==> config.mk <==
export PLATFORM = sky130hd
export DESIGN_NAME = glyph_to_tile_rasterizer_core_flat
export DESIGN_NICKNAME = d
export VERILOG_FILES = /design/src/design/g2t_pkg.sv /design/src/design/g2t_req_if.sv /design/src/design/g2t_wr_if.sv /design/src/design/glyph_to_tile_rasterizer_core.sv /design/src/design/g2t_front.sv /design/src/design/g2t_queue.sv /design/src/design/g2t_back.sv /design/src/flat_wrapper.sv
export SDC_FILE = /design/constraint.sdc
export NUM_CORES = 1
export LEC_CHECK = 0
export BUFFER_PORTS_ARGS = -buffer_cell sky130_fd_sc_hd__clkbuf_2
export CAP_MARGIN = 5
export CORE_MARGIN = 2
export CORE_UTILIZATION = 70
export CTS_BUF_LIST = sky130_fd_sc_hd__clkbuf_4
export DETAILED_ROUTE_END_ITERATION = 10
export PLACE_DENSITY = 0.95
export SLEW_MARGIN = 20
export SYNTH_ARGS = -nofsm -noshare
export SYNTH_HDL_FRONTEND = slang
export SYNTH_SLANG_ARGS = --single-unit
export TNS_END_PERCENT = 50
==> constraint.sdc <==
create_clock -name i_clk -period 8.94 [get_ports i_clk]
set_clock_uncertainty 0.1 [all_clocks]
set_input_delay 0.447 -clock i_clk [delete_from_list [all_inputs] [get_ports i_clk]]
set_output_delay 0.447 -clock i_clk [all_outputs]
set_load 0.05 [all_outputs]
==> src/design/g2t_pkg.sv <==
package g2t_pkg;

    // field widths
    localparam int CODE_W  = 7;
    localparam int POS_W   = 8;
    localparam int ADDR_W  = 12;
    localparam int MASK_W  = 8;
    localparam int TW_W    = 6;
    localparam int INK_W   = 2;
    localparam int CUR_W   = 10;
    localparam int CFG_IDX_W  = 1;
    localparam int CFG_DATA_W = 6;

    // glyph geometry
    localparam int GLYPH_COLS = 3;
    localparam int GLYPH_ROWS = 6;
    localparam int GLYPH_BITS = GLYPH_COLS * GLYPH_ROWS;
    localparam int FONT_DEPTH = 96;

    localparam logic [CODE_W-1:0] FIRST_CODE = 7'd32;
    localparam logic [CUR_W-1:0]  ADVANCE    = 10'd4;
    localparam logic [CUR_W-1:0]  CURSOR_MAX = 10'd1023;

    // register indexes
    localparam logic [CFG_IDX_W-1:0] CFG_TILES_WIDE = 1'd0;
    localparam logic [CFG_IDX_W-1:0] CFG_INK_COLOR  = 1'd1;

    localparam logic [TW_W-1:0]  TILES_WIDE_RST = 6'd10;
    localparam logic [INK_W-1:0] INK_COLOR_RST  = 2'd3;

    // parameter defaults
    localparam int STORE_BYTES_DEF = 4096;
    localparam int QUEUE_DEPTH_DEF = 2;

    // one character as it waits between front and back
    typedef struct packed {
        logic [GLYPH_BITS-1:0] keep;     // bit col*6+row, set pixels that land in the store
        logic [14:0]           rowbase;  // (y/8)*tiles_wide*16 of the top tile row
        logic [9:0]            tw16;     // tiles_wide*16, one tile row further down
        logic [2:0]            y_lo;     // y % 8 of the top pixel row
        logic [CUR_W-1:0]      x0;       // left pixel column
    } t_job;

    typedef struct packed {
        logic full;
        logic empty;
    } t_q_stat;

    // each entry: column bytes 0,1,2 from the top byte down, bit r = row r
    localparam logic [23:0] FONT [FONT_DEPTH] = '{
        24'h000000, 24'h001700, 24'h030003, 24'h1F0A1F,
        24'h161F0D, 24'h190413, 24'h1A150A, 24'h000300,
        24'h0E1100, 24'h00110E, 24'h0A040A, 24'h040E04,
        24'h100800, 24'h040404, 24'h001000, 24'h180403,
        24'h1F111F, 24'h121F10, 24'h1D1517, 24'h11151F,
        24'h07041F, 24'h17151D, 24'h1F151D, 24'h190503,
        24'h1F151F, 24'h17151F, 24'h000A00, 24'h100A00,
        24'h040A11, 24'h0A0A0A, 24'h110A04, 24'h011503,
        24'h0E1116, 24'h1F051F, 24'h1F151B, 24'h0E1111,
        24'h1F110E, 24'h1F1515, 24'h1F0505, 24'h0E111D,
        24'h1F041F, 24'h111F11, 24'h08110F, 24'h1F041B,
        24'h1F1010, 24'h1F021F, 24'h1F011E, 24'h0E110E,
        24'h1F0506, 24'h0E191F, 24'h1F051B, 24'h121509,
        24'h011F01, 24'h0F101F, 24'h0F100F, 24'h1F0C1F,
        24'h1B041B, 24'h031C03, 24'h191513, 24'h001F11,
        24'h030418, 24'h111F00, 24'h020102, 24'h101010,
        24'h010200, 24'h0C121E, 24'h1F120C, 24'h0C1212,
        24'h0C121F, 24'h0C1A16, 24'h1E0902, 24'h242A1E,
        24'h1F0418, 24'h001D00, 24'h20201D, 24'h1F041A,
        24'h000F10, 24'h1E041E, 24'h1E021C, 24'h0C120C,
        24'h3E0A04, 24'h040A3E, 24'h1E0402, 24'h14161A,
        24'h020F12, 24'h0E101E, 24'h0E100E, 24'h1E081E,
        24'h1A041A, 24'h26281E, 24'h1A1E16, 24'h041F11,
        24'h001F00, 24'h111F04, 24'h010302, 24'h0E090E
    };

    // pixel mask of a code, bit col*6+row; codes below the font draw blank
    function automatic logic [GLYPH_BITS-1:0] glyph_mask(logic [CODE_W-1:0] code);
        logic [CODE_W-1:0] idx;
        logic [23:0]       e;
        if (code < FIRST_CODE) begin
            return '0;
        end
        idx = code - FIRST_CODE;
        e   = FONT[idx];
        return {e[5:0], e[13:8], e[21:16]};
    endfunction

    // low-plane byte address of one glyph pixel
    function automatic logic [15:0] pix_addr(t_job j, logic [1:0] col, logic [2:0] row);
        logic [3:0]  ys;
        logic [15:0] rb;
        logic [10:0] px;
        ys = {1'b0, j.y_lo} + {1'b0, row};
        rb = {1'b0, j.rowbase} + (ys[3] ? {6'b0, j.tw16} : 16'd0);
        px = {1'b0, j.x0} + {9'b0, col};
        return rb + {12'b0, ys[2:0], 1'b0} + {4'b0, px[10:3], 4'b0};
    endfunction

endpackage

==> src/design/g2t_req_if.sv <==
interface g2t_req_if;
    logic                       valid;
    logic                       ready;
    logic [g2t_pkg::CODE_W-1:0] char_code;
    logic [g2t_pkg::POS_W-1:0]  x_pos;
    logic [g2t_pkg::POS_W-1:0]  y_pos;
    logic                       start_text;

    modport source (output valid, char_code, x_pos, y_pos, start_text, input ready);
    modport sink   (input valid, char_code, x_pos, y_pos, start_text, output ready);
endinterface

==> src/design/g2t_wr_if.sv <==
interface g2t_wr_if;
    logic                       valid;
    logic                       ready;
    logic [g2t_pkg::ADDR_W-1:0] byte_addr;
    logic [g2t_pkg::MASK_W-1:0] low_plane_mask;
    logic [g2t_pkg::MASK_W-1:0] high_plane_mask;
    logic                       last;

    modport source (output valid, byte_addr, low_plane_mask, high_plane_mask, last,
                    input ready);
    modport sink   (input valid, byte_addr, low_plane_mask, high_plane_mask, last,
                    output ready);
endinterface

==> src/design/glyph_to_tile_rasterizer_core.sv <==
// channel   | role   | carries
// ----------+--------+-----------------------------------------------------------
// i_req     | sink   | char_code, x_pos, y_pos, start_text: one character request
// o_wr      | source | byte_addr, low/high_plane_mask, last: one pixel tile write
// i_cfg_*   | write  | index 0 tiles_wide, index 1 ink_color
//
// one tile write per cycle while the output is not stalled: a character holds the raster
// stage until each of its kept pixels, up to 18, is written; one with none pops with no write
// a first write follows its request through the classify, queue and raster registers
// the front takes a new request every cycle while the queue has room
// synchronous active-low reset clears cursor, queue, valid flags, tiles_wide 10, ink 3
// a stalled write output holds the raster stage, the queue then fills and stalls requests
module glyph_to_tile_rasterizer_core #(
    parameter int STORE_BYTES = g2t_pkg::STORE_BYTES_DEF,
    parameter int QUEUE_DEPTH = g2t_pkg::QUEUE_DEPTH_DEF
) (
    input  logic                           i_clk,
    input  logic                           i_rst_n,
    g2t_req_if.sink                        i_req,
    g2t_wr_if.source                       o_wr,
    input  logic                           i_cfg_we,
    input  logic [g2t_pkg::CFG_IDX_W-1:0]  i_cfg_idx,
    input  logic [g2t_pkg::CFG_DATA_W-1:0] i_cfg_data
);

    // configuration registers
    logic [g2t_pkg::TW_W-1:0]  r_tiles_wide;
    logic [g2t_pkg::INK_W-1:0] r_ink;

    // front to queue, queue to back
    logic              q_push;
    logic              q_pop;
    g2t_pkg::t_job     q_in;
    g2t_pkg::t_job     q_head;
    g2t_pkg::t_q_stat  q_stat;

    always_ff @(posedge i_clk) begin
        if (!i_rst_n) begin
            r_tiles_wide <= g2t_pkg::TILES_WIDE_RST;
            r_ink        <= g2t_pkg::INK_COLOR_RST;
        end else if (i_cfg_we) begin
            case (i_cfg_idx)
                g2t_pkg::CFG_TILES_WIDE: begin
                    r_tiles_wide <= i_cfg_data;
                end
                g2t_pkg::CFG_INK_COLOR: begin
                    r_ink <= i_cfg_data[g2t_pkg::INK_W-1:0];
                end
                default: begin
                end
            endcase
        end
    end

    // accept, glyph lookup, cursor, tile row base, store range filter
    g2t_front #(
        .STORE_BYTES (STORE_BYTES)
    ) u_front (
        .i_clk        (i_clk),
        .i_rst_n      (i_rst_n),
        .i_req        (i_req),
        .i_tiles_wide (r_tiles_wide),
        .i_q_stat     (q_stat),
        .o_push       (q_push),
        .o_job        (q_in)
    );

    // short queue so classify and raster stall on their own
    g2t_queue #(
        .DEPTH (QUEUE_DEPTH)
    ) u_queue (
        .i_clk   (i_clk),
        .i_rst_n (i_rst_n),
        .i_push  (q_push),
        .i_job   (q_in),
        .i_pop   (q_pop),
        .o_head  (q_head),
        .o_stat  (q_stat)
    );

    // one kept pixel a cycle, while the output is not stalled, into the registered write output
    g2t_back u_back (
        .i_clk    (i_clk),
        .i_rst_n  (i_rst_n),
        .i_head   (q_head),
        .i_q_stat (q_stat),
        .i_ink    (r_ink),
        .o_pop    (q_pop),
        .o_wr     (o_wr)
    );

    // no push into a full queue, no pop from an empty one
    assert property (@(posedge i_clk) disable iff (!i_rst_n) q_push |-> !q_stat.full)
        else $error("queue push while full");
    assert property (@(posedge i_clk) disable iff (!i_rst_n) q_pop |-> !q_stat.empty)
        else $error("queue pop while empty");

    // plane masks follow the ink colour
    assert property (@(posedge i_clk) disable iff (!i_rst_n)
        o_wr.valid |-> (((o_wr.low_plane_mask != '0) == r_ink[0]) &&
                        ((o_wr.high_plane_mask != '0) == r_ink[1])))
        else $error("plane mask disagrees with ink colour");

    // low-plane address is even and one pixel bit at most
    assert property (@(posedge i_clk) disable iff (!i_rst_n)
        o_wr.valid |-> (!o_wr.byte_addr[0] && $onehot0(o_wr.low_plane_mask)))
        else $error("malformed tile write");

endmodule

==> src/design/g2t_front.sv <==
module g2t_front #(
    parameter int STORE_BYTES = g2t_pkg::STORE_BYTES_DEF
) (
    input  logic                     i_clk,
    input  logic                     i_rst_n,
    g2t_req_if.sink                  i_req,
    input  logic [g2t_pkg::TW_W-1:0] i_tiles_wide,
    input  g2t_pkg::t_q_stat         i_q_stat,
    output logic                     o_push,
    output g2t_pkg::t_job            o_job
);

    localparam logic [16:0] STORE_LIM = 17'(STORE_BYTES);

    logic                              r_a_valid;
    logic [g2t_pkg::GLYPH_BITS-1:0]    r_a_glyph;
    g2t_pkg::t_job                     r_a_job;
    logic [g2t_pkg::CUR_W-1:0]         r_cursor;
    logic [g2t_pkg::CUR_W-1:0]         n_cursor;
    logic [g2t_pkg::CUR_W-1:0]         x0;
    logic [g2t_pkg::CUR_W:0]           x_next;
    logic [10:0]                       rb_prod;
    logic                              accept;
    logic [15:0]                       addr;

    assign accept       = i_req.valid && i_req.ready;
    assign i_req.ready  = !r_a_valid || !i_q_stat.full;
    assign o_push       = r_a_valid && !i_q_stat.full;

    // draw position and cursor advance
    assign x0       = i_req.start_text ? {2'b0, i_req.x_pos} : r_cursor;
    assign x_next   = {1'b0, x0} + {1'b0, g2t_pkg::ADVANCE};
    assign n_cursor = x_next[g2t_pkg::CUR_W] ? g2t_pkg::CURSOR_MAX : x_next[g2t_pkg::CUR_W-1:0];
    assign rb_prod  = 11'(i_req.y_pos[7:3] * i_tiles_wide);

    always_ff @(posedge i_clk) begin
        if (!i_rst_n) begin
            r_a_valid <= 1'b0;
            r_cursor  <= '0;
        end else begin
            if (accept) begin
                r_a_valid <= 1'b1;
                r_cursor  <= n_cursor;
            end else if (o_push) begin
                r_a_valid <= 1'b0;
            end
        end
    end

    always_ff @(posedge i_clk) begin
        if (accept) begin
            r_a_glyph       <= g2t_pkg::glyph_mask(i_req.char_code);
            r_a_job.keep    <= '0;
            r_a_job.rowbase <= {rb_prod, 4'b0};
            r_a_job.tw16    <= {i_tiles_wide, 4'b0};
            r_a_job.y_lo    <= i_req.y_pos[2:0];
            r_a_job.x0      <= x0;
        end
    end

    // drop pixels whose byte pair falls outside the store
    always_comb begin
        o_job      = r_a_job;
        o_job.keep = '0;
        addr       = '0;
        for (int c = 0; c < g2t_pkg::GLYPH_COLS; c++) begin
            for (int r = 0; r < g2t_pkg::GLYPH_ROWS; r++) begin
                addr = g2t_pkg::pix_addr(r_a_job, 2'(c), 3'(r));
                o_job.keep[c*g2t_pkg::GLYPH_ROWS+r] =
                    r_a_glyph[c*g2t_pkg::GLYPH_ROWS+r] && (({1'b0, addr} + 17'd1) < STORE_LIM);
            end
        end
    end

endmodule

==> src/design/g2t_queue.sv <==
module g2t_queue #(
    parameter int DEPTH = g2t_pkg::QUEUE_DEPTH_DEF
) (
    input  logic              i_clk,
    input  logic              i_rst_n,
    input  logic              i_push,
    input  g2t_pkg::t_job     i_job,
    input  logic              i_pop,
    output g2t_pkg::t_job     o_head,
    output g2t_pkg::t_q_stat  o_stat
);

    localparam int PW = $clog2(DEPTH);
    localparam int CW = $clog2(DEPTH + 1);
    localparam logic [PW-1:0] LAST_PTR = PW'(DEPTH - 1);
    localparam logic [CW-1:0] FULL_CNT = CW'(DEPTH);

    g2t_pkg::t_job  r_mem [DEPTH];
    logic [PW-1:0]  r_wr_ptr;
    logic [PW-1:0]  r_rd_ptr;
    logic [CW-1:0]  r_count;

    assign o_head       = r_mem[r_rd_ptr];
    assign o_stat.full  = (r_count == FULL_CNT);
    assign o_stat.empty = (r_count == '0);

    always_ff @(posedge i_clk) begin
        if (!i_rst_n) begin
            r_wr_ptr <= '0;
            r_rd_ptr <= '0;
            r_count  <= '0;
        end else begin
            if (i_push) begin
                r_wr_ptr <= (r_wr_ptr == LAST_PTR) ? '0 : r_wr_ptr + 1'b1;
            end
            if (i_pop) begin
                r_rd_ptr <= (r_rd_ptr == LAST_PTR) ? '0 : r_rd_ptr + 1'b1;
            end
            if (i_push && !i_pop) begin
                r_count <= r_count + 1'b1;
            end else if (i_pop && !i_push) begin
                r_count <= r_count - 1'b1;
            end
        end
    end

    always_ff @(posedge i_clk) begin
        if (i_push) begin
            r_mem[r_wr_ptr] <= i_job;
        end
    end

endmodule

==> src/design/g2t_back.sv <==
module g2t_back (
    input  logic                      i_clk,
    input  logic                      i_rst_n,
    input  g2t_pkg::t_job             i_head,
    input  g2t_pkg::t_q_stat          i_q_stat,
    input  logic [g2t_pkg::INK_W-1:0] i_ink,
    output logic                      o_pop,
    g2t_wr_if.source                  o_wr
);

    logic [g2t_pkg::GLYPH_BITS-1:0] r_done;
    logic [g2t_pkg::GLYPH_BITS-1:0] avail;
    logic [g2t_pkg::GLYPH_BITS-1:0] pick_bit;
    logic [1:0]                     pick_col;
    logic [2:0]                     pick_row;
    logic                           r_o_valid;
    logic [g2t_pkg::ADDR_W-1:0]     r_o_addr;
    logic [g2t_pkg::MASK_W-1:0]     r_o_low;
    logic [g2t_pkg::MASK_W-1:0]     r_o_high;
    logic                           r_o_last;
    logic                           adv;
    logic                           emit;
    logic                           blank;
    logic                           is_last;
    logic [15:0]                    addr;
    logic [2:0]                     px_lo;
    logic [g2t_pkg::MASK_W-1:0]     bit_mask;

    assign avail = i_head.keep & ~r_done;

    // lowest pending pixel: column first, then row
    always_comb begin
        pick_col = '0;
        pick_row = '0;
        pick_bit = '0;
        for (int c = g2t_pkg::GLYPH_COLS - 1; c >= 0; c--) begin
            for (int r = g2t_pkg::GLYPH_ROWS - 1; r >= 0; r--) begin
                if (avail[c*g2t_pkg::GLYPH_ROWS+r]) begin
                    pick_col = 2'(c);
                    pick_row = 3'(r);
                    pick_bit = '0;
                    pick_bit[c*g2t_pkg::GLYPH_ROWS+r] = 1'b1;
                end
            end
        end
    end

    assign adv      = !r_o_valid || o_wr.ready;
    assign blank    = !i_q_stat.empty && (avail == '0);
    assign emit     = !i_q_stat.empty && (avail != '0) && adv;
    assign is_last  = ((avail & ~pick_bit) == '0);
    assign o_pop    = blank || (emit && is_last);

    assign addr     = g2t_pkg::pix_addr(i_head, pick_col, pick_row);
    assign px_lo    = 3'(i_head.x0[2:0] + {1'b0, pick_col});
    assign bit_mask = 8'h80 >> px_lo;

    always_ff @(posedge i_clk) begin
        if (!i_rst_n) begin
            r_done    <= '0;
            r_o_valid <= 1'b0;
        end else begin
            if (o_pop) begin
                r_done <= '0;
            end else if (emit) begin
                r_done <= r_done | pick_bit;
            end
            if (emit) begin
                r_o_valid <= 1'b1;
            end else if (o_wr.ready) begin
                r_o_valid <= 1'b0;
            end
        end
    end

    always_ff @(posedge i_clk) begin
        if (emit) begin
            r_o_addr <= addr[g2t_pkg::ADDR_W-1:0];
            r_o_low  <= i_ink[0] ? bit_mask : '0;
            r_o_high <= i_ink[1] ? bit_mask : '0;
            r_o_last <= is_last;
        end
    end

    assign o_wr.valid           = r_o_valid;
    assign o_wr.byte_addr       = r_o_addr;
    assign o_wr.low_plane_mask  = r_o_low;
    assign o_wr.high_plane_mask = r_o_high;
    assign o_wr.last            = r_o_last;

endmodule

==> src/flat_wrapper.sv <==
// flat-port wrapper written by rule: the top's interface ports become plain ports
module glyph_to_tile_rasterizer_core_flat 
#(
    parameter int STORE_BYTES = g2t_pkg::STORE_BYTES_DEF,
    parameter int QUEUE_DEPTH = g2t_pkg::QUEUE_DEPTH_DEF
)
  (i_clk, i_rst_n, i_cfg_we, i_cfg_idx, i_cfg_data, i_req_valid, i_req_char_code, i_req_x_pos, i_req_y_pos, i_req_start_text, i_req_ready, o_wr_valid, o_wr_byte_addr, o_wr_low_plane_mask, o_wr_high_plane_mask, o_wr_last, o_wr_ready);
  g2t_req_if i_req_i ();
  g2t_wr_if o_wr_i ();
  input  logic i_clk;
  input  logic i_rst_n;
  input  logic i_cfg_we;
  input  logic [g2t_pkg::CFG_IDX_W-1:0] i_cfg_idx;
  input  logic [g2t_pkg::CFG_DATA_W-1:0] i_cfg_data;
  input wire logic [$bits(i_req_i.valid)-1:0] i_req_valid;
  input wire logic [$bits(i_req_i.char_code)-1:0] i_req_char_code;
  input wire logic [$bits(i_req_i.x_pos)-1:0] i_req_x_pos;
  input wire logic [$bits(i_req_i.y_pos)-1:0] i_req_y_pos;
  input wire logic [$bits(i_req_i.start_text)-1:0] i_req_start_text;
  output wire logic [$bits(i_req_i.ready)-1:0] i_req_ready;
  output wire logic [$bits(o_wr_i.valid)-1:0] o_wr_valid;
  output wire logic [$bits(o_wr_i.byte_addr)-1:0] o_wr_byte_addr;
  output wire logic [$bits(o_wr_i.low_plane_mask)-1:0] o_wr_low_plane_mask;
  output wire logic [$bits(o_wr_i.high_plane_mask)-1:0] o_wr_high_plane_mask;
  output wire logic [$bits(o_wr_i.last)-1:0] o_wr_last;
  input wire logic [$bits(o_wr_i.ready)-1:0] o_wr_ready;
  assign i_req_i.valid = i_req_valid;
  assign i_req_i.char_code = i_req_char_code;
  assign i_req_i.x_pos = i_req_x_pos;
  assign i_req_i.y_pos = i_req_y_pos;
  assign i_req_i.start_text = i_req_start_text;
  assign i_req_ready = i_req_i.ready;
  assign o_wr_valid = o_wr_i.valid;
  assign o_wr_byte_addr = o_wr_i.byte_addr;
  assign o_wr_low_plane_mask = o_wr_i.low_plane_mask;
  assign o_wr_high_plane_mask = o_wr_i.high_plane_mask;
  assign o_wr_last = o_wr_i.last;
  assign o_wr_i.ready = o_wr_ready;
  glyph_to_tile_rasterizer_core #(.STORE_BYTES(STORE_BYTES), .QUEUE_DEPTH(QUEUE_DEPTH)) u_core (.i_clk(i_clk), .i_rst_n(i_rst_n), .i_req(i_req_i), .o_wr(o_wr_i), .i_cfg_we(i_cfg_we), .i_cfg_idx(i_cfg_idx), .i_cfg_data(i_cfg_data));
endmodule
# [Word-level counts from Yosys, hierarchy flattened]
# Memories as Yosys holds them, arrays and structs flattened. A register that Yosys moved wholly into a read port is not among the register bits.
# Cells that the tools add are included.
[word_totals] romBits=3072 mem_count=2 ramBits=96 latch_bits=0 out_inout_bits=31 ff_bits=119
[memory_table] memory="(name not given)" words=128 word_bits=24 read_ports=1 rd_clocked_by_memory_dff=0 wr=0 line="g2t_pkg.sv:85" source="e = FONT[idx];"
[memory_table] memory="u_core.u_queue.r_mem" words=2 word_bits=48 read_ports=1 rd_clocked_by_memory_dff=1 wr=1 line="g2t_queue.sv:18" source="g2t_pkg::t_job r_mem [DEPTH];"
[op_classes] bitwise=8 n_div=0 n_reduce_logical=45 add_sub_neg=66 n_shift=1 mul=1 n_eq_ne=1 magnitude_cmp=20 n_mux=80
[ops] op="$mux W18" n=20
[ops] op="$add A16 B1 Y17 const B" n=18
[ops] op="$lt A17 B13 Y1 const B" n=18
[ops] op="$add A16 B12 Y16" n=12
[ops] op="$add A16 B11 Y16" n=6
[ops] op="$add A16 B4 Y16" n=5
[ops] op="$mux W10" n=8
[ops] op="$add A15 B10 Y16" n=4
[ops] op="$mux W3" n=18
[ops] op="$mux W22" n=2
[ops] op="$mux W2" n=20
[ops] op="$and A18 B18 Y18" n=2
[ops] op="$logic_not A18 Y1" n=2
[ops] op="$not A18 Y18" n=2
[ops] op="$logic_and A1 B1 Y1" n=26
[ops] op="$or A18 B18 Y18" n=1
[ops] op="$reduce_bool A18 Y1" n=1
[ops] op="$add A15 B16 Y16" n=1
[ops] op="$add A15 B4 Y16" n=1
[ops] op="$add A12 B10 Y12" n=1
[ops] op="$add A12 B12 Y12" n=1
[ops] op="$add A12 B4 Y12" n=1
[ops] op="$mux W1" n=12
[ops] op="$add A10 B1 Y11 const B" n=1
[ops] op="other kinds (25)" n=39

# [Logic depth before layout (Yosys ltp)]
# Gate-level depths: netlist (run 1).
[logic_depth] word_depth=28 ltp_mapped=25 depth_no_buf=22

# [Cells and area by module]
# Synthesis (run 1) repeated with hierarchy kept, for this count alone.
[hier_totals] cells_unflattened=1735 hier_area_um2=17554.3
[by_module_without_submodules] module="g2t_front" cells_each=1175 seq_area_each_um2=1661.6 area_each_um2=9736.8 n_inst=1
[by_module_without_submodules] module="g2t_queue" cells_each=196 seq_area_each_um2=3463.3 area_each_um2=4270.3 n_inst=1
[by_module_without_submodules] module="g2t_back" cells_each=329 seq_area_each_um2=1251.2 area_each_um2=3209.3 n_inst=1
[by_module_without_submodules] module="glyph_to_tile_rasterizer_core" cells_each=35 seq_area_each_um2=160.2 area_each_um2=337.8 n_inst=1

# [Worst setup path before layout (run 1)]
# No wires, ideal clock.
[synth_path] kind="reg-to-reg" from="reg with a tool-made name" to="reg u_core.u_back.r_o_addr, in the netlist u_core.u_back.o_wr.byte_addr[11], data pin" stages_incl_launch_ff=24 n_path_buf=6 t_arrival_ns=4.619 setup_slack_ns=3.961 synth_period_minus_slack_ns=4.979 cell_sequence="dfxtp_1 buf_6 buf_8 buf_6 clkbuf_1 buf_1 clkbuf_1 mux2_2 ha_1 inv_1 fa_1 a21oi_1 xor2_1 fa_1 inv_1 ha_1 inv_1 fa_1 inv_1 a21o_1 a21oi_1 o21bai_1 a21oi_1 xnor2_1"
[synth_lines] element="to (signal assigned)" line="g2t_back.sv:78" source="r_o_addr <= addr[g2t_pkg::ADDR_W-1:0];"
[synth_lines] element="to (decl)" line="g2t_back.sv:17" source="logic [g2t_pkg::ADDR_W-1:0] r_o_addr;"

==> summary.md, run 1 <==
| Metric | Value |
|---|---|
| WL final | `44,200 um` |
| Crit path max fanout | `27` |
| Setup TNS Final | `0 ns` |
| Sequential Power Share | `38.9%` |
| Gpl congestion | `between 0.9 and 1` |
| RSZ-0062 raised after global routing | `no` |
| Peak supply drop | `118 uV` |
| Port Buffers | `65` |
| Core area | `22,700 um^2` |
| CP peak stage delay | `0.84 ns` |
| Synthesized netlist cell count | `1,646` |
| Height of the die | `about 160 um` |
| Static Leakage | `7.49 nW` |
| R2R depth | `19` |
| Post-cts hold buffer count | `20` |
| Final setup violation count | `0` |
| Post-CTS sizing | `0` |
| Mapped Area | `16,200 um^2` |
| Post-DR vias/cell | `slightly below 7` |
| CTS tree | `done` |
| Top delay family on crit path | `adder cells` |
| H-tree Lvls | `2` |
| Global-route wire length before repair | `70,600 um` |
| Switch Pwr | `1.18 mW` |
| Worst-skew pair later-pin latency | `0.72 ns` |
| Via count | `around 14,000` |
| Syn nets | `~1,900` |
| Drt drc | `0` |
| Tcrit/Tclk final | `66.4%` |
| Yosys cell types | `78` |
| Worst-path clk slew | `0.07 ns` |
| Most common cell after layout, fill and taps aside | `ha_1` |
| Share of layout cells above drive strength 1 | `12.7%` |
| Max-Cap Viols | `0` |
| First drt pass iteration count | `7` |
| Cell Int Power | `2.01 mW` |
| Setup crit end | `u_core.u_back.o_wr.byte_addr[11]` |
| Cell taking the most area after synthesis | `edfxtp_1` |
| Slew margin rel. | `30.0%` |
| Synth async-reset ratio | `0%` |
| CP endpoint kind | `flip-flop` |
| Worst setup SP type | `flip-flop` |
| Initial core utilization | `71.4%` |
| Crit-path slowest cell | `dfxtp_2` |
| Comb pwr share | `34.0%` |
| Largest net degree at the start of global routing | `93` |
| Cells along the critical path | `mux2i_1, o22ai_1, nor3_1, and2_1, nand2_1, fa_1, a21oi_1, xor2_1, fa_1, inv_1, ha_1, inv_1, fa_1, inv_1, a21o_1, a21oi_1, o21bai_1, a21oi_1, xnor2_1` |
| HPWL Detailed | `30,500 um` |
| Antenna Nets Post-Route | `0` |
| P&R area growth vs syn | `8.60%` |
| Actual slew at the worst max-slew pin | `1.05 ns` |
| Levels on crit path | `19` |
| GRT Total Usage | `36.7%` |
| #FFs+latches synth | `209` |
| Root Buffer | `clkbuf_4` |
| WP buf/inv | `3` |
| FF-to-FF End | `u_core.u_back.o_wr.byte_addr[11]` |
| Full die area | `around 24,000 um^2` |
| Synth area leaders | `edfxtp_1 31%, ha_1 16%, dfxtp_1 5.3%, a21oi_1 3.6%, fa_1 3.2%` |
| Commonest non-fill, non-tap cells in the layout | `203 x ha_1, 166 x edfxtp_1, 117 x a21oi_1` |
| Fin. Hold Viols | `0` |
| Synth top area share | `30.7%` |
| Post-CTS Setup Inserts | `0` |
| CTS Buf Count | `51` |
| PwrDens | `181 nW/um^2` |
| Worst EP arrival | `6.27 ns` |
| GRT overflow | `0` |
| Sequential-to-total area share from yosys stat | `36.0%` |
| Ys Warns | `0` |
| Worst hold path class | `input port to flip-flop` |
| WP data required | `9.28 ns` |
| Reg-to-reg slack, setup | `3.00 ns` |
| Drt wl/cell | `21.5 um` |
| Clk sinks | `209` |
| Status | `completed` |
| Total power | `~3.2 mW` |
| F_max | `0.168 GHz` |
| Num ports | `67` |
| # nets final | `1,989` |
| Fin crit period | `5.94 ns` |
| Synth Flop Type | `edfxtp_1` |
| EDFF count, synth | `166` |
| Sw frac | `roughly 37%` |
| Vias in the first global route | `13,800` |
| Initial antenna violation count | `1` |
| Row count | `55` |
| WS Path Type | `flip-flop to flip-flop` |
| Max-slew violations | `0` |
| Max clock buf depth | `3` |
| DR iter-0 viols | `about 1,800` |
| Clock Power Share | `27.0%` |
| Die W | `156 um` |
| Synth Area per Inst | `9.85 um^2` |
==> cells by family after synthesis <==
logic type | share of synthesized area, %
mux | 4.65
fa+ha+maj | 18.9
other cells | 0.0231
compound gates | 19.0
buf+inv | 4.01
flops | 36.0
xor+xnor | 3.94
simple gates | 13.4
==> cell type report <==
cell class / instances / area, um^2
Antenna cell: 1 / 2.50
Clock buffer: 68 / 510
Clock inverter: 26 / 194
Fill cell: 1396 / 5100
Inverter: 95 / 357
Multi-Input combinational cell: 1275 / 9740
Sequential cell: 209 / 5850
Tap cell: 285 / 357
Timing Repair Buffer: 92 / 598
==> state kept, by name, indices dropped and copies added (netlist names), 2 cells and up, named ones only <==
signal and flops:
u_core.r_ink 2, u_core.u_back.r_done 18, u_core.u_front.o_job 30, u_core.u_back.o_wr.byte_addr 11, u_core.r_tiles_wide 6, u_core.u_back.o_wr.high_plane_mask 8, u_core.u_front.r_cursor 10, u_core.u_queue.r_count 2
u_core.u_queue.r_mem 90, u_core.u_back.o_wr.low_plane_mask 8, u_core.u_front.r_a_glyph 18
==> worst register-to-register path, cell delays in order, from the launching register on <==
cell and delay [ns]:
dfxtp_2 0.84, mux2i_1 0.34, o22ai_1 0.20, nor3_1 0.68, and2_1 0.40, nand2_1 0.17
fa_1 0.50, a21oi_1 0.25, xor2_1 0.26, fa_1 0.46, inv_1 0.07, ha_1 0.16
inv_1 0.07, fa_1 0.46, inv_1 0.07, a21o_1 0.10, a21oi_1 0.11, o21bai_1 0.17
a21oi_1 0.12, xnor2_1 0.14
==> cell usage after synthesis, types with 16 or more instances <==
cell	number
edfxtp_1	166
xnor2_1	56
o21ai_0	73
o211ai_1	16
clkbuf_1	52
a211oi_1	31
mux2_2	22
xor2_1	17
nor3_1	33
o21bai_1	19
nand2_1	108
nor2b_1	34
nand3_1	30
and2_1	30
mux2i_1	40
dfxtp_1	43
ha_1	203
fa_1	26
a31oi_1	29
o21a_1	23
a21oi_1	117
nor2_1	117
inv_1	94
nand2b_1	23
a21o_1	42
==> how the worst min path moves through the flow <==
stage                                       start                       to  slack (ns)  depth (start not counted)
after floorplan           u_core.u_back.r_done[9]  u_core.u_back.r_done[9]        0.34                          2
after global placement    u_core.u_queue.r_rd_ptr  u_core.u_queue.r_rd_ptr        0.36                          2
after detailed placement  u_core.u_queue.r_rd_ptr  u_core.u_queue.r_rd_ptr        0.38                          2
after CTS                          i_req_x_pos[0]  u_core.u_front.o_job[0]      0.0003                          2
after global routing               i_req_x_pos[0]  u_core.u_front.o_job[0]        0.04                          2
final                              i_req_x_pos[0]  u_core.u_front.o_job[0]        0.02                          2
==> per-stage QoR <==
| step | utilization, % | instances | hold slack [ns] | setup slack, ns | area, um^2 |
|---|---|---|---|---|---|
| after floorplan | - | 1646 | 0.339 | 3.96 | 16200 |
| after global placement | 73.4 | 1935 | 0.365 | 3.42 | 16700 |
| after detailed placement | 73.4 | 1935 | 0.381 | 3.21 | 16700 |
| after CTS | 77.4 | 2049 | 0.000271 | 3.11 | 17600 |
| after global routing | 77.5 | 2051 | 0.0430 | 2.65 | 17600 |
| final | 77.5 | 2051 | 0.0216 | 3.00 | 17600 |
==> layer usage <==
metal  part of all wire, %  vias to the layer above  global-route usage [%]
met5                     0                        -                       0
met4                   6.0                        0                    21.2
li1                      -                     6305                       -
met3                    11                      232                    6.97
met1                    37                     6582                    46.2
met2                    46                      982                    59.6
==> power by group through the flow <==
stage / sequential, mW / combinational, mW / clock, mW
global placement: 1.25 / 0.969 / 0
finish: 1.24 / 1.09 / 0.862
CTS: 1.24 / 1.05 / 0.864
global route: 1.25 / 1.20 / 0.908
floorplan: 1.28 / 0.727 / 0
detailed placement: 1.26 / 1.03 / 0
Power figures use the tool's default switching activity.
==> inputs of run 2 (changes only) <==
--- a/config.mk
+++ b/config.mk
@@ -8,10 +8,10 @@
 export BUFFER_PORTS_ARGS = -buffer_cell sky130_fd_sc_hd__clkbuf_2
 export CAP_MARGIN = 5
 export CORE_MARGIN = 2
-export CORE_UTILIZATION = 70
+export CORE_UTILIZATION = 65
 export CTS_BUF_LIST = sky130_fd_sc_hd__clkbuf_4
 export DETAILED_ROUTE_END_ITERATION = 10
-export PLACE_DENSITY = 0.95
+export PLACE_DENSITY = 0.92
 export SLEW_MARGIN = 20
 export SYNTH_ARGS = -nofsm -noshare
 export SYNTH_HDL_FRONTEND = slang
==> constraint.sdc (replaced) <==
create_clock -name i_clk -period 5.9 [get_ports i_clk]
set_clock_uncertainty 0.1 [all_clocks]
set_input_delay 0.295 -clock i_clk [delete_from_list [all_inputs] [get_ports i_clk]]
set_output_delay 0.295 -clock i_clk [all_outputs]
set_load 0.05 [all_outputs]
==> summary.md, run 2 (same netlist as run 1, synthesis figures left out) <==
| Metric | Value |
|---|---|
| Via count | `~14,000` |
| Max-slew violations | `0` |
| CTS Buf Count | `50` |
| Largest register FFs | `90` |
| Switch Pwr | `~1.8 mW` |
| Root Buffer | `clkbuf_4` |
| Static Leakage | `7.49 nW` |
| Num ports | `67` |
| Slew margin rel. | `about a quarter` |
| Worst-path clk slew | `about 0.07 ns` |
| Fin. Hold Viols | `0` |
| Final setup violation count | `0` |
| Row count | `57` |
| Initial antenna violation count | `1` |
| Area after DPL | `16,700 um^2` |
| First drt pass iteration count | `10` |
| Comb pwr share | `34.7%` |
| RSZ-0062 raised after global routing | `no` |
| Height of the die | `between 150 and 200 um` |
| Full die area | `26,200 um^2` |
| Worst setup SP type | `flip-flop` |
| Initial core utilization | `between 60% and 70%` |
| Worst-skew pair later-pin latency | `0.74 ns` |
| Post-CTS Setup Inserts | `0` |
| GRT Total Usage | `between 30% and 40%` |
| GRT overflow | `0` |
| Flip-flop and latch area | `slightly below 6000 um^2` |
| Post-CTS sizing | `0` |
| Filler cell count | `1,628` |
| Cell Int Power | `2.97 mW` |
| Actual slew at the worst max-slew pin | `~1.1 ns` |
| Commonest non-fill, non-tap cells in the layout | `203 x ha_1, 166 x edfxtp_1, 117 x a21oi_1` |
| WS Path Type | `flip-flop to flip-flop` |
| H-tree Lvls | `2` |
| Most common cell after layout, fill and taps aside | `ha_1` |
| Violated checks | `design-rule violations` |
| Post-DR vias/cell | `6.69` |
| CP endpoint kind | `flip-flop` |
| Sw frac | `37.4%` |
| Clk sinks | `209` |
| DP Cell Count | `1,977` |
| Crit path max fanout | `18` |
| Final instance area | `~18,000 um^2` |
| Setup TNS Final | `0 ns` |
| Area occupied by multi-input gates | `between 9000 and 10,000 um^2` |
| Largest net degree at the start of global routing | `93` |
| Fin crit period | `5.44 ns` |
| Max clock buf depth | `3` |
| Drt wl/cell | `roughly 21 um` |
| Core area | `24,400 um^2` |
| HPWL Detailed | `30,400 um` |
| Gpl congestion | `0.991` |
| WL final | `44,300 um` |
| Tcrit/Tclk final | `92.2%` |
| Largest register by flop count | `u_core.u_queue.r_mem` |
| PwrDens | `269 nW/um^2` |
| Status | `finished with violations` |
| Reg-to-reg slack, setup | `0.46 ns` |
| F_max | `0.184 GHz` |
| Max-Cap Viols | `0` |
| Share of layout cells above drive strength 1 | `12.8%` |
| P&R area growth vs syn | `8.87%` |
| Worst EP arrival | `between 5 and 6 ns` |
| Worst hold path class | `input port to flip-flop` |
| Finished Layout Cells | `2,094` |
| Setup crit end | `u_core.u_back.o_wr.byte_addr[11]` |
| Antenna Nets Post-Route | `0` |
| Peak supply drop | `approximately 220 uV` |
| DR iter-0 viols | `1,675` |
| R2R depth | `17` |
| CTS tree | `done` |
| Clock Power Share | `between 20% and 30%` |
| FF-to-FF End | `u_core.u_back.o_wr.byte_addr[11]` |
| Sequential Power Share | `39.5%` |
| Post-cts hold buffer count | `26` |
| Die W | `about 160 um` |
| Port Buffers | `65` |
| Vias in the first global route | `14,000` |
| WP data required | `6.21 ns` |
| # nets final | `between 1,500 and 2,000` |
| Global-route wire length before repair | `71,000 um` |
| Drt drc | `1` |
==> run 2: cell count changes in the layout (fill, tap and decap cells not counted) <==
cell | before | now
clkbuf_4 | 68 | 70
dlygate4sd3_1 | 20 | 26
buf_16 | 1 | 0
buf_4 | 6 | 9
bufinv_16 | 3 | 1
clkinv_1 | 15 | 11
==> run 2: power by group through the flow <==
stage / sequential (mW) / combinational, mW / clock, mW
floorplan: 1.93 / 1.10 / 0
global placement: 1.88 / 1.48 / 0
detailed placement: 1.89 / 1.56 / 0
CTS: 1.86 / 1.60 / 1.22
global route: 1.88 / 1.81 / 1.30
finish: 1.87 / 1.65 / 1.22
==> run 2: worst min-delay path by stage <==
stage / start / end / slack [ns] / cells past startpoint
6_report: i_cfg_idx / u_core.r_tiles_wide[3] / 0.004 / 4
5_1_grt: i_cfg_idx / u_core.r_tiles_wide[3] / 0.07 / 4
4_1_cts: i_cfg_idx / u_core.r_tiles_wide[3] / 0.005 / 4
3_5_place_dp: i_req_y_pos[2] / u_core.u_front.o_job[12] / 0.38 / 1
3_3_place_gp: u_core.u_queue.r_rd_ptr / u_core.u_queue.r_rd_ptr / 0.36 / 2
2_1_floorplan: i_req_y_pos[0] / u_core.u_front.o_job[10] / 0.29 / 0
==> run 2: layer usage <==
layer | wire length [um] | global-route usage, % | vias up | share of wire, %
li1 | - | - | 6314 | -
met1 | 16700 | 42.0 | 6544 | 38
met2 | 20400 | 56.1 | 898 | 46
met3 | 4510 | 6.82 | 253 | 10
met4 | 2690 | 17.8 | 0 | 6.1
met5 | 0 | 0 | - | 0
==> run 2: final cells by class <==
type	count	share of cell area, %
diodes	1	0.0142
clock buffers	70	2.98
clock inverters	20	0.673
inverters	95	2.02
multi-input cells	1275	55.2
flip-flops and latches	209	33.1
well taps	324	2.30
repair buffers	100	3.70
==> run 2: critical path, cell delays in order, from the launching register on <==
cell	delay [ns]
dfxtp_2	0.66
mux2i_1	0.35
o22ai_1	0.26
nor4_4	0.34
and2_1	0.38
nand2_1	0.19
fa_1	0.50
a21oi_1	0.25
nor2b_1	0.30
xor2_1	0.13
fa_1	0.52
inv_1	0.05
ha_1	0.34
a21o_1	0.20
a21oi_1	0.23
o21bai_1	0.10
a21oi_1	0.19
xnor2_1	0.09
==> run 2: through the flow <==
step	total power [mW]	utilization [%]	hold WS, ns	setup WS (ns)
after floorplan	3.04	-	0.294	0.921
after global placement	3.36	68.7	0.365	0.834
after detailed placement	3.46	68.7	0.375	0.624
after CTS	4.68	72.4	0.00494	0.512
after global routing	4.99	72.4	0.0677	0.107
final	4.74	72.4	0.00422	0.458
==> inputs of run 3 (changes only) <==
--- a/config.mk
+++ b/config.mk
@@ -11,6 +11,7 @@
 export CORE_UTILIZATION = 65
 export CTS_BUF_LIST = sky130_fd_sc_hd__clkbuf_4
 export DETAILED_ROUTE_END_ITERATION = 10
+export GPL_ROUTABILITY_DRIVEN = 0
 export PLACE_DENSITY = 0.92
 export SLEW_MARGIN = 20
 export SYNTH_ARGS = -nofsm -noshare
==> constraint.sdc (replaced) <==
create_clock -name i_clk -period 5.9 [get_ports i_clk]
set_clock_uncertainty 0.1 [all_clocks]
set_input_delay 0.59 -clock i_clk [delete_from_list [all_inputs] [get_ports i_clk]]
set_output_delay 0.59 -clock i_clk [all_outputs]
set_load 0.05 [all_outputs]
==> summary.md, run 3 (same netlist as run 1, synthesis figures left out) <==
| Metric | Value |
|---|---|
| Status | `finished with violations` |
| Violated checks | `design-rule violations` |
| Tcrit/Tclk final | `a little over nine tenths` |
| H-tree Lvls | `2` |
| R2R depth | `19` |
| Worst hold path class | `input port to flip-flop` |
| Commonest non-fill, non-tap cells in the layout | `203 x ha_1, 166 x edfxtp_1, 117 x a21oi_1` |
| Sw frac | `37.0%` |
| Peak supply drop | `202 uV` |
| Comb pwr share | `34.9%` |
| Root Buffer | `clkbuf_4` |
| Num ports | `67` |
| Worst EP arrival | `5.85 ns` |
| Cell Int Power | `slightly below 3 mW` |
| Largest net degree at the start of global routing | `93` |
| Clk sinks | `~210` |
| WS Path Type | `flip-flop to flip-flop` |
| Full die area | `26,200 um^2` |
| Sequential Power Share | `40.1%` |
| Vias in the first global route | `13,200` |
| HPWL Detailed | `around 30,000 um` |
| Max-slew violations | `0` |
| Drt wl/cell | `20.1 um` |
| Height of the die | `162 um` |
| Most common cell after layout, fill and taps aside | `ha_1` |
| Largest register by flop count | `u_core.u_queue.r_mem` |
| Area after DPL | `around 17,000 um^2` |
| Post-CTS Setup Inserts | `0` |
| Worst-path clk slew | `0.07 ns` |
| Worst-skew pair later-pin latency | `0.67 ns` |
| Final instance area | `17,400 um^2` |
| Row count | `57` |
| Crit path max fanout | `24` |
| CP endpoint kind | `flip-flop` |
| DR iter-0 viols | `1,893` |
| Antenna Nets Post-Route | `0` |
| PwrDens | `268 nW/um^2` |
| Largest register FFs | `90` |
| Initial antenna violation count | `1` |
| WP data required | `about 6.2 ns` |
| Slew margin rel. | `31.6%` |
| Setup TNS Final | `0 ns` |
| Clock Power Share | `25.0%` |
| Global-route wire length before repair | `66,300 um` |
| WL final | `41,500 um` |
| Actual slew at the worst max-slew pin | `1.03 ns` |
| Worst setup SP type | `flip-flop` |
| WHS Path Cells | `3` |
| Port Buffers | `65` |
| Core area | `24,400 um^2` |
| Max clock buf depth | `3` |
| GRT overflow | `0` |
| Via count | `13,700` |
| Filler cell count | `about 1,700` |
| Static Leakage | `about 7.4 nW` |
| CTS Buf Count | `50` |
| P&R area growth vs syn | `7.21%` |
| F_max | `0.180 GHz` |
| Final core utilization | `71.3%` |
| Final setup violation count | `0` |
| CTS tree | `done` |
| Fin crit period | `5.54 ns` |
| GRT Total Usage | `31.4%` |
| Switch Pwr | `1.72 mW` |
| Post-DR vias/cell | `6.64` |
| Fin. Hold Viols | `0` |
| Drt drc | `1` |
| Fin Hold WS | `slightly below 0.05 ns` |
| First drt pass iteration count | `11` |
| Max-Cap Viols | `0` |
| RSZ-0062 raised after global routing | `no` |
| Initial core utilization | `between 60 and 70%` |
| Share of layout cells above drive strength 1 | `12.8%` |
| Die W | `between 150 and 200 um` |
| # nets final | `1,972` |
-- run 3: changes by cell type in the layout (fill, tap and decap cells not counted) --
cell,delta
clkbuf_4,+4
bufinv_16,-1
clkinv_1,+2
clkinv_2,-7
dlygate4sd3_1,-24
-- run 3: worst max-delay path, cell delays in order (launching register included) --
cell and delay [ns]:
dfxtp_2 0.79, mux2i_2 0.37, o22ai_2 0.16, nor4_4 0.45
and2_1 0.39, nand2_1 0.20, fa_1 0.50, a21oi_1 0.21
xor2_1 0.22, fa_1 0.45, inv_1 0.07, ha_1 0.16
inv_1 0.07, fa_1 0.45, inv_1 0.09, a21o_1 0.12
a21oi_1 0.10, o21bai_1 0.16, a21oi_1 0.10, xnor2_1 0.12
-- run 3: final cells by class --
class	instances	area [um^2]	share of cell area [%]
multi-input combinational	1275	9740	56.0
tap	324	405	2.33
inverter	95	357	2.05
clock buffer	74	556	3.20
sequential	209	5850	33.6
antenna	1	2.50	0.0144
clock inverter	14	61.3	0.353
timing repair buffer	76	413	2.37
-- run 3: worst paths after layout --
check	startpoint	to	slack [ns]
hold / removal	i_cfg_data[3]	u_core.r_tiles_wide[3]	0.05
hold reg to reg	u_core.u_back.r_done[8]	u_core.u_back.r_done[8]	0.39
setup reg to reg	flip-flop	u_core.u_back.o_wr.byte_addr[11]	0.36
setup / recovery	flip-flop	u_core.u_back.o_wr.byte_addr[11]	0.36
-- run 3: stage by stage --
stage / std cells / total power [mW] / setup slack (ns)
after floorplan: 1646 / 3.04 / 0.921
after global placement: 1977 / 3.35 / 0.777
after detailed placement: 1977 / 3.46 / 0.449
after CTS: 2067 / 4.62 / 0.405
after global routing: 2068 / 4.91 / 0.0265
final: 2068 / 4.66 / 0.360
-- run 3: repair_timing --
item	in CTS	in global routing
resized for setup	0	0
endpoints found under the hold margin	2	0
endpoints found under the setup margin	0	0
hold buffers	2	0
-- run 3: metal layers --
| metal | track usage, % | vias up | part of all wire [%] |
|---|---|---|---|
| met2 | 52.3 | 924 | 47 |
| met4 | 13.9 | 0 | 4.6 |
| met5 | 0 | - | 0 |
| met1 | 39.9 | 6363 | 37 |
| li1 | - | 6250 | - |
| met3 | 6.49 | 198 | 11 |
-- run 3: power by group through the flow --
stage / registers (mW) / clock network, mW / logic (mW)
2_1_floorplan: 1.93 / 0 / 1.10
3_3_place_gp: 1.88 / 0 / 1.47
3_5_place_dp: 1.89 / 0 / 1.56
4_1_cts: 1.86 / 1.17 / 1.58
5_1_grt: 1.88 / 1.25 / 1.79
6_report: 1.87 / 1.16 / 1.63
